$ cat config.mk
export PLATFORM = sky130hd
export DESIGN_NAME = surround_to_stereo_downmix
export DESIGN_NICKNAME = d
export VERILOG_FILES = /design/src/hdl/s2sdm_pkg.sv /design/src/hdl/s2sdm_front.sv /design/src/hdl/s2sdm_mix.sv /design/src/hdl/surround_to_stereo_downmix.sv
export SDC_FILE = /design/constraint.sdc
export NUM_CORES = 2
export LEC_CHECK = 0
export ABC_CLOCK_PERIOD_IN_PS = 15200
export BUFFER_PORTS_ARGS = -buffer_cell sky130_fd_sc_hd__buf_2
export CELL_PAD_IN_SITES_DETAIL_PLACEMENT = 0
export CELL_PAD_IN_SITES_GLOBAL_PLACEMENT = 1
export CORE_MARGIN = 2
export CORE_UTILIZATION = 50
export DETAILED_ROUTE_END_ITERATION = 8
export GPL_ROUTABILITY_DRIVEN = 0
export GPL_TIMING_DRIVEN = 0
export PLACE_DENSITY = 0.87
export SYNTH_ARGS = -nofsm -noshare
export SYNTH_HDL_FRONTEND = slang
export SYNTH_HIERARCHICAL = 1
export SYNTH_SLANG_ARGS = --single-unit
export TNS_END_PERCENT = 1
$ cat constraint.sdc
create_clock -name clock -period 15.2 [get_ports clock]
set_clock_uncertainty 0.05 [all_clocks]
set_input_delay 3.8 -clock clock [delete_from_list [all_inputs] [get_ports clock]]
set_output_delay 3.8 -clock clock [all_outputs]
set_load 0.05 [all_outputs]
$ cat src/hdl/s2sdm_pkg.sv
`default_nettype none

package s2sdm_pkg;

   // Default widths of the sample path and of the gain fraction
   localparam int SAMPLE_WIDTH_DEF   = 24;
   localparam int GAIN_FRAC_BITS_DEF = 16;

   // Speaker slots: front left, front right, centre, LFE (dropped), back left, back right
   localparam int NUM_SLOTS      = 6;
   localparam int SLOT_IDX_WIDTH = 3;
   localparam int SLOT_FL        = 0;
   localparam int SLOT_FR        = 1;
   localparam int SLOT_FC        = 2;
   localparam int SLOT_BL        = 4;
   localparam int SLOT_BR        = 5;

   // Register file
   localparam int CSR_INDEX_WIDTH = 2;
   localparam int CSR_DATA_WIDTH  = 8;
   localparam int MASK_WIDTH      = 6;
   localparam int COUNT_WIDTH     = 4;
   localparam int BITS_WIDTH      = 5;

   localparam logic [CSR_INDEX_WIDTH-1:0] CSR_SPK_MASK    = 2'd0;
   localparam logic [CSR_INDEX_WIDTH-1:0] CSR_CHAN_NUM    = 2'd1;
   localparam logic [CSR_INDEX_WIDTH-1:0] CSR_SAMPLE_BITS = 2'd2;

   localparam logic [MASK_WIDTH-1:0]  MASK_RESET  = 6'h00;
   localparam logic [COUNT_WIDTH-1:0] COUNT_RESET = 4'd6;
   localparam logic [BITS_WIDTH-1:0]  BITS_RESET  = 5'd16;

   // Narrowest saturation width
   localparam int MIN_BITS = 8;

   // Gain ratios: rear 0.6 * 0.7 = 0.42, centre 0.7
   localparam longint unsigned BACK_GAIN_NUM = 42;
   localparam longint unsigned BACK_GAIN_DEN = 100;
   localparam longint unsigned FC_GAIN_NUM   = 7;
   localparam longint unsigned FC_GAIN_DEN   = 10;

   // Layouts chosen from the channel count when no mask is set
   localparam logic [MASK_WIDTH-1:0] MASK_NONE   = 6'h00;
   localparam logic [MASK_WIDTH-1:0] MASK_MONO   = 6'h04;
   localparam logic [MASK_WIDTH-1:0] MASK_STEREO = 6'h03;
   localparam logic [MASK_WIDTH-1:0] MASK_3CH    = 6'h07;
   localparam logic [MASK_WIDTH-1:0] MASK_QUAD   = 6'h33;
   localparam logic [MASK_WIDTH-1:0] MASK_5CH    = 6'h37;
   localparam logic [MASK_WIDTH-1:0] MASK_FULL   = 6'h3F;

   function automatic logic [MASK_WIDTH-1:0] derive_mask(input logic [COUNT_WIDTH-1:0] count);
      logic [MASK_WIDTH-1:0] m;
      case (count)
         4'd0: m = MASK_NONE;
         4'd1: m = MASK_MONO;
         4'd2: m = MASK_STEREO;
         4'd3: m = MASK_3CH;
         4'd4: m = MASK_QUAD;
         4'd5: m = MASK_5CH;
         default: m = MASK_FULL;
      endcase
      return m;
   endfunction

endpackage

`default_nettype wire

$ cat src/hdl/s2sdm_front.sv
`default_nettype none

module s2sdm_front #(
   parameter int SAMPLE_WIDTH   = s2sdm_pkg::SAMPLE_WIDTH_DEF,
   parameter int GAIN_FRAC_BITS = s2sdm_pkg::GAIN_FRAC_BITS_DEF
) (
   input  wire logic [s2sdm_pkg::NUM_SLOTS-1:0][SAMPLE_WIDTH-1:0] samples,
   input  wire logic [s2sdm_pkg::MASK_WIDTH-1:0]                  spk_mask,
   input  wire logic [s2sdm_pkg::COUNT_WIDTH-1:0]                 chan_num,
   output logic signed [SAMPLE_WIDTH-1:0]                         front_left,
   output logic signed [SAMPLE_WIDTH-1:0]                         front_right,
   output logic signed [SAMPLE_WIDTH+GAIN_FRAC_BITS+1:0]          rear_prod,
   output logic signed [SAMPLE_WIDTH+GAIN_FRAC_BITS:0]            center_prod
);
   import s2sdm_pkg::*;

   // Gains rounded to nearest at GAIN_FRAC_BITS fraction bits
   localparam longint unsigned BACK_GAIN_W =
      ((BACK_GAIN_NUM << GAIN_FRAC_BITS) + BACK_GAIN_DEN / 2) / BACK_GAIN_DEN;
   localparam longint unsigned FC_GAIN_W =
      ((FC_GAIN_NUM << GAIN_FRAC_BITS) + FC_GAIN_DEN / 2) / FC_GAIN_DEN;
   localparam logic [GAIN_FRAC_BITS-1:0] BACK_GAIN_Q = BACK_GAIN_W[GAIN_FRAC_BITS-1:0];
   localparam logic [GAIN_FRAC_BITS-1:0] FC_GAIN_Q   = FC_GAIN_W[GAIN_FRAC_BITS-1:0];

   logic [MASK_WIDTH-1:0]                        eff_mask;
   logic [NUM_SLOTS-1:0][SAMPLE_WIDTH-1:0]       slot;
   logic signed [SAMPLE_WIDTH:0]                 rear_sum;

   // Fall back to the layout implied by the channel count
   assign eff_mask = (spk_mask != MASK_NONE) ? spk_mask : derive_mask(chan_num);

   // Route the k-th set mask bit to the k-th input word; absent slots read zero
   always_comb begin
      logic [SLOT_IDX_WIDTH-1:0] pos;
      for (int s = 0; s < NUM_SLOTS; s++) begin
         pos = '0;
         for (int j = 0; j < NUM_SLOTS; j++) begin
            if (j < s && eff_mask[j]) begin
               pos = pos + SLOT_IDX_WIDTH'(1);
            end
         end
         slot[s] = eff_mask[s] ? samples[pos] : '0;
      end
   end

   assign front_left  = signed'(slot[SLOT_FL]);
   assign front_right = signed'(slot[SLOT_FR]);

   // Constant-gain products of the rear pair and the centre
   assign rear_sum    = (SAMPLE_WIDTH+1)'(signed'(slot[SLOT_BL]))
                      + (SAMPLE_WIDTH+1)'(signed'(slot[SLOT_BR]));
   assign rear_prod   = rear_sum * signed'({1'b0, BACK_GAIN_Q});
   assign center_prod = signed'(slot[SLOT_FC]) * signed'({1'b0, FC_GAIN_Q});

endmodule

`default_nettype wire

$ cat src/hdl/s2sdm_mix.sv
`default_nettype none

module s2sdm_mix #(
   parameter int SAMPLE_WIDTH   = s2sdm_pkg::SAMPLE_WIDTH_DEF,
   parameter int GAIN_FRAC_BITS = s2sdm_pkg::GAIN_FRAC_BITS_DEF
) (
   input  wire logic signed [SAMPLE_WIDTH-1:0]                front_smp,
   input  wire logic signed [SAMPLE_WIDTH+GAIN_FRAC_BITS+1:0] rear_prod,
   input  wire logic signed [SAMPLE_WIDTH+GAIN_FRAC_BITS:0]   center_prod,
   input  wire logic                                          rear_sub,
   input  wire logic [s2sdm_pkg::BITS_WIDTH-1:0]              sample_bits,
   output logic signed [SAMPLE_WIDTH-1:0]                     mix_out
);
   import s2sdm_pkg::*;

   localparam int AW = SAMPLE_WIDTH + GAIN_FRAC_BITS + 3;
   localparam int RW = AW - GAIN_FRAC_BITS;
   localparam int BW = $clog2(SAMPLE_WIDTH + 1);
   localparam logic [AW-1:0] HALF =
      {{(AW-GAIN_FRAC_BITS){1'b0}}, 1'b1, {(GAIN_FRAC_BITS-1){1'b0}}};

   logic signed [AW-1:0] front_ext;
   logic signed [AW-1:0] rear_ext;
   logic signed [AW-1:0] rear_term;
   logic signed [AW-1:0] center_ext;
   logic signed [AW-1:0] sum;
   logic [AW-1:0]        biased;
   logic signed [RW-1:0] rnd;
   logic [BW-1:0]        bits_eff;
   logic signed [RW-1:0] hi;
   logic signed [RW-1:0] lo;
   logic signed [RW-1:0] sat;

   // Exact sum with the front sample scaled up to the gain fraction
   assign front_ext  = AW'(front_smp) <<< GAIN_FRAC_BITS;
   assign rear_ext   = AW'(rear_prod);
   assign rear_term  = rear_sub ? -rear_ext : rear_ext;
   assign center_ext = AW'(center_prod);
   assign sum        = front_ext + rear_term + center_ext;

   // Round half away from zero: add half, less one when negative, then drop the fraction
   assign biased = sum + HALF - AW'(sum[AW-1]);
   assign rnd    = signed'(biased[AW-1:GAIN_FRAC_BITS]);

   // Clamp the configured width to the supported range
   always_comb begin
      if (int'(sample_bits) < MIN_BITS) begin
         bits_eff = BW'(MIN_BITS);
      end else if (int'(sample_bits) > SAMPLE_WIDTH) begin
         bits_eff = BW'(SAMPLE_WIDTH);
      end else begin
         bits_eff = BW'(sample_bits);
      end
   end

   assign hi = (RW'(1) << (bits_eff - BW'(1))) - RW'(1);
   assign lo = ~hi;

   // Saturate to the signed sample range
   always_comb begin
      if (rnd > hi) begin
         sat = hi;
      end else if (rnd < lo) begin
         sat = lo;
      end else begin
         sat = rnd;
      end
   end

   assign mix_out = signed'(sat[SAMPLE_WIDTH-1:0]);

endmodule

`default_nettype wire

$ cat src/hdl/surround_to_stereo_downmix.sv
// Channel  Direction  Handshake          Word
// req      in         req_valid/stall    six input samples of one frame
// rsp      out        rsp_valid/stall    downmixed left and right samples
// csr      in         csr_valid/ready    register index and write data
//
// One frame per cycle sustained while rsp_stall is low; an accepted word passes the input
// register, the product register and then the result register, which drives rsp_valid.
// Synchronous active-high reset clears the valid bits and the configuration registers.
// A stalled result holds in place while earlier stages keep filling; req_stall
// rises only when every stage holds a frame and the result is stalled.
`default_nettype none

module surround_to_stereo_downmix #(
   parameter int SAMPLE_WIDTH   = s2sdm_pkg::SAMPLE_WIDTH_DEF,
   parameter int GAIN_FRAC_BITS = s2sdm_pkg::GAIN_FRAC_BITS_DEF
) (
   input  wire logic                                    clock,
   input  wire logic                                    reset,
   input  wire logic                                    req_valid,
   output logic                                         req_stall,
   input  wire logic signed [SAMPLE_WIDTH-1:0]          req_sample_in_0,
   input  wire logic signed [SAMPLE_WIDTH-1:0]          req_sample_in_1,
   input  wire logic signed [SAMPLE_WIDTH-1:0]          req_sample_in_2,
   input  wire logic signed [SAMPLE_WIDTH-1:0]          req_sample_in_3,
   input  wire logic signed [SAMPLE_WIDTH-1:0]          req_sample_in_4,
   input  wire logic signed [SAMPLE_WIDTH-1:0]          req_sample_in_5,
   output logic                                         rsp_valid,
   input  wire logic                                    rsp_stall,
   output logic signed [SAMPLE_WIDTH-1:0]               rsp_left_out,
   output logic signed [SAMPLE_WIDTH-1:0]               rsp_right_out,
   input  wire logic                                    csr_valid,
   output logic                                         csr_ready,
   input  wire logic [s2sdm_pkg::CSR_INDEX_WIDTH-1:0]   csr_index,
   input  wire logic [s2sdm_pkg::CSR_DATA_WIDTH-1:0]    csr_wdata
);
   import s2sdm_pkg::*;

   localparam int RPW = SAMPLE_WIDTH + GAIN_FRAC_BITS + 2;
   localparam int CPW = SAMPLE_WIDTH + GAIN_FRAC_BITS + 1;

   // Configuration registers
   logic [MASK_WIDTH-1:0]  mask_ff,  mask_in;
   logic [COUNT_WIDTH-1:0] count_ff, count_in;
   logic [BITS_WIDTH-1:0]  bits_ff,  bits_in;

   // Pipeline valid bits
   logic in_vld_ff,   in_vld_in;
   logic prod_vld_ff, prod_vld_in;
   logic rsp_vld_ff,  rsp_vld_in;
   logic in_ready, prod_ready, out_ready;

   // Pipeline payload
   logic [NUM_SLOTS-1:0][SAMPLE_WIDTH-1:0] smp_ff, smp_in;
   logic signed [SAMPLE_WIDTH-1:0] fl_ff, fl_in;
   logic signed [SAMPLE_WIDTH-1:0] fr_ff, fr_in;
   logic signed [RPW-1:0]          rear_ff, rear_in;
   logic signed [CPW-1:0]          cen_ff, cen_in;
   logic signed [SAMPLE_WIDTH-1:0] left_ff, left_in;
   logic signed [SAMPLE_WIDTH-1:0] right_ff, right_in;

   // Register writes are always taken
   assign csr_ready = 1'b1;

   always_comb begin
      mask_in  = mask_ff;
      count_in = count_ff;
      bits_in  = bits_ff;
      if (csr_valid) begin
         case (csr_index)
            CSR_SPK_MASK:    mask_in  = csr_wdata[MASK_WIDTH-1:0];
            CSR_CHAN_NUM:    count_in = csr_wdata[COUNT_WIDTH-1:0];
            CSR_SAMPLE_BITS: bits_in  = csr_wdata[BITS_WIDTH-1:0];
            default: ;
         endcase
      end
   end

   // Advance each stage when the next one is empty or moving
   assign out_ready  = !rsp_vld_ff || !rsp_stall;
   assign prod_ready = !prod_vld_ff || out_ready;
   assign in_ready   = !in_vld_ff || prod_ready;
   assign req_stall  = !in_ready;

   assign in_vld_in   = in_ready   ? req_valid   : in_vld_ff;
   assign prod_vld_in = prod_ready ? in_vld_ff   : prod_vld_ff;
   assign rsp_vld_in  = out_ready  ? prod_vld_ff : rsp_vld_ff;

   // Input register
   assign smp_in = in_ready
      ? {req_sample_in_5, req_sample_in_4, req_sample_in_3,
         req_sample_in_2, req_sample_in_1, req_sample_in_0}
      : smp_ff;

   // Route and weight
   logic signed [SAMPLE_WIDTH-1:0] front_left, front_right;
   logic signed [RPW-1:0]          rear_prod;
   logic signed [CPW-1:0]          center_prod;

   s2sdm_front #(
      .SAMPLE_WIDTH   (SAMPLE_WIDTH),
      .GAIN_FRAC_BITS (GAIN_FRAC_BITS)
   ) u_front (
      .samples     (smp_ff),
      .spk_mask    (mask_ff),
      .chan_num    (count_ff),
      .front_left  (front_left),
      .front_right (front_right),
      .rear_prod   (rear_prod),
      .center_prod (center_prod)
   );

   assign fl_in   = prod_ready ? front_left  : fl_ff;
   assign fr_in   = prod_ready ? front_right : fr_ff;
   assign rear_in = prod_ready ? rear_prod   : rear_ff;
   assign cen_in  = prod_ready ? center_prod : cen_ff;

   // Sum, round and saturate each side; right takes the rear pair negated
   logic signed [SAMPLE_WIDTH-1:0] mix_left, mix_right;

   s2sdm_mix #(
      .SAMPLE_WIDTH   (SAMPLE_WIDTH),
      .GAIN_FRAC_BITS (GAIN_FRAC_BITS)
   ) u_mix_left (
      .front_smp   (fl_ff),
      .rear_prod   (rear_ff),
      .center_prod (cen_ff),
      .rear_sub    (1'b0),
      .sample_bits (bits_ff),
      .mix_out     (mix_left)
   );

   s2sdm_mix #(
      .SAMPLE_WIDTH   (SAMPLE_WIDTH),
      .GAIN_FRAC_BITS (GAIN_FRAC_BITS)
   ) u_mix_right (
      .front_smp   (fr_ff),
      .rear_prod   (rear_ff),
      .center_prod (cen_ff),
      .rear_sub    (1'b1),
      .sample_bits (bits_ff),
      .mix_out     (mix_right)
   );

   // Result register: hold while stalled
   assign left_in  = out_ready ? mix_left  : left_ff;
   assign right_in = out_ready ? mix_right : right_ff;

   always_ff @(posedge clock) begin
      if (reset) begin
         mask_ff     <= MASK_RESET;
         count_ff    <= COUNT_RESET;
         bits_ff     <= BITS_RESET;
         in_vld_ff   <= 1'b0;
         prod_vld_ff <= 1'b0;
         rsp_vld_ff  <= 1'b0;
      end else begin
         mask_ff     <= mask_in;
         count_ff    <= count_in;
         bits_ff     <= bits_in;
         in_vld_ff   <= in_vld_in;
         prod_vld_ff <= prod_vld_in;
         rsp_vld_ff  <= rsp_vld_in;
      end
   end

   always_ff @(posedge clock) begin
      smp_ff   <= smp_in;
      fl_ff    <= fl_in;
      fr_ff    <= fr_in;
      rear_ff  <= rear_in;
      cen_ff   <= cen_in;
      left_ff  <= left_in;
      right_ff <= right_in;
   end

   assign rsp_valid     = rsp_vld_ff;
   assign rsp_left_out  = left_ff;
   assign rsp_right_out = right_ff;

endmodule

`default_nettype wire
==> results.toml <==
[run_status]
outcome = "finished, final reports clean"

[routing]
wl_met3_mm = 10.3
vias_per_cell = 5.84
drt_iter0_drc = 3486
drt_pass1_iterations = 9
drt-met1-wl_mm = 58.5
vias = 38400
wl_met2_mm = 62.4
routed_wl_mm = 139
wire_per_inst_um = 21.2
detail-route-antenna-nets = 0
drc = 0
top_layer = "met4"

[finish]
layout_common_cells = "inv_1 (670), ha_1 (621), nand2_1 (492), fa_1 (332), edfxtp_1 (323)"
fillers = 8363
final_common_cell = "inv_1"
nets = 6418
multi_input_comb_area_um2 = 33400
drive_gt1_frac = 0.0868
seq_area_um2 = 10100
area_growth_pct = 8.93

[clock_tree]
hold_buffers = 0
cts_tree = "yes"
cts_made_buffers = 39
htreeDepth = 2
cts_buffer_depth = 3
clk_pin_slew_ps = 60
clk_latency_ps = 620
clockRootBuffer = "clkbuf_16"
cts.sinks = 341

[hold_path]
min_path_type = "reg2reg"
holdPathStages = 2

[timing]
fin_tns_setup_ps = 0
finalSetupViolations = 0
fin_crit_sh = 0.935
rsz0062_at_grt = "false"
slew_viol_final = 0
final_hold_viol_count = 0
max_slew_margin = 0.0979
fmax_mhz = 70.4
tightest_slew_ps = 1340
min_period_ps = 14210

[worst_setup_path]
worstSetupEndpointType = "register"
cp.arrival_ps = 14510
critPathMaxStageDelay_ps = 710
cpMostUsedCell = "ha_1"
start_kind = "register"
rr_worst_depth = 42
required_ps = 15490
critical-path-slowest-cell = "buf_1"
worstSetupPathType = "reg2reg"
cp_max_fo = 10

[global_route]
grt_pass1_vias = 36900
antenna_found_initial = 1
grt_max_degree = 56
grt_remaining_overflow = 0
grt_usage = 0.287
grt_first_pass_wirelength_mm = 211

[synth]
yosysTopAreaCell = "edfxtp_1"
async_flop_share = 0
synth_top_area_share = 0.208
ys.flop_type = "edfxtp_1"
synth_edf_count = 323
syn_area_per_cell_um2 = 9.27
yosysSeqAreaShare = 0.216
synth_area_leaders = "edfxtp_1 (21%), ha_1 (17%), fa_1 (14%), inv_1 (5.4%), nand2_1 (4.0%)"
synth_seq_cells = 341
syn_inst = 5022
ys_warn_count = 6
synthesis.area_um2 = 46500
ys_types = 115

[die]
ios = 210
die_area_um2 = 95600
die_w_um = 309
start_util = 0.506
die_h_um = 309
coreArea_um2 = 91900
fp-row-count = 111

[placed_design]
portBuffers = 205
place_hpwl_mm = 118

[run]
max-cap-violations = 0
[through the flow]
step	std cells	utilization	setup WS, ps	hold slack [ps]	instance area (µm²)
after floorplan	5047	-	1360	376	46600
after global placement	6495	0.535	219	385	49200
after detailed placement	6507	0.538	1070	411	49500
after CTS	6579	0.551	1040	422	50700
after global routing	6580	0.551	271	429	50700
final	6582	0.551	988	416	50700
[critical path: cells and delay by family (launching register included)]
family                   cells  cell delay (ps)
AO/OA/AOI/OAI               13             4140
XOR/XNOR                     3             1160
adder cells (fa/ha/maj)     11             4330
buffers and inverters        5             1400
flip-flops                   1              380
multiplexers                 1              470
AND/OR/NAND/NOR              9             2000
[cell families (layout without fill, tap and decap cells)]
kind of cell / after synthesis / count (layout) / synth area share
simple gates: 1293 / 1293 / 0.138
compound gates: 1166 / 1166 / 0.173
fa+ha+maj: 956 / 956 / 0.310
buf+inv: 823 / 1113 / 0.0683
flops: 341 / 341 / 0.216
xor+xnor: 338 / 338 / 0.0655
mux: 99 / 99 / 0.0282
other cells: 6 / 33 / 0.000484
[timing repair]
item,CTS,global route
endpoints found under the setup margin,0,1
resized for setup,0,1
setup buffers,0,0
[registers in the layout, indices dropped and copies added, names as in the netlist]
signal / cells
rsp_right_out: 24
rear_ff: 42
count_ff: 4
bits_ff: 5
in_vld_ff: 1
smp_ff: 144
cen_ff: 41
prod_vld_ff: 1
fr_ff: 24
mask_ff: 6
rsp_left_out: 24
rsp_valid: 1
fl_ff: 24
[layer usage]
layer  vias up  GRT usage
li1      18200          -
met1     18300      0.376
met2      1524      0.457
met3       349     0.0510
met4         0      0.144
met5         -          0
[cells in the mapped netlist, drive strengths merged (22+ instances only)]
| master | n |
|---|---|
| ha | 621 |
| clkbuf | 113 |
| o41ai | 22 |
| xnor2 | 208 |
| and2 | 91 |
| mux2i | 71 |
| and3 | 32 |
| o221a | 26 |
| a21oi | 291 |
| nor2 | 208 |
| mux4 | 25 |
| buf | 37 |
| inv | 672 |
| fa | 332 |
| xor2 | 128 |
| nor2b | 44 |
| or2 | 30 |
| or3 | 30 |
| edfxtp | 323 |
| a21o | 194 |
| o221ai | 33 |
| nor4 | 35 |
| nand4 | 42 |
| nand3 | 85 |
| o31ai | 32 |
| o21bai | 37 |
| a31oi | 38 |
| nand2 | 494 |
| o21a | 46 |
| o21ai | 201 |
| o211ai | 35 |
| a222oi | 23 |
| a211oi | 47 |
| nand2b | 68 |
| nor3 | 61 |
[final timing paths]
| path | startpoint | endpoint | slack [ps] |
|---|---|---|---|
| setup / recovery | mask_ff[2] | rear_ff[37] | 990 |
| hold reg to reg | in_vld_ff | prod_vld_ff | 420 |
| setup reg to reg | mask_ff[2] | rear_ff[37] | 990 |
| hold / removal | in_vld_ff | prod_vld_ff | 420 |
[layout make-up]
type                            instances  share of cell area
Clock inverter                         27             0.00459
Inverter                              673              0.0498
Antenna cell                            2           0.0000987
Clock buffer                           45              0.0197
Timing Repair Buffer                  218              0.0245
Tap cell                             1243              0.0307
Sequential cell                       341               0.198
Buffer                                150              0.0129
Multi-Input combinational cell       3883               0.659
Power is left out: the tool's default activity adds up to more than one toggle a clock period on the data nets, which glitch-free logic cannot reach.
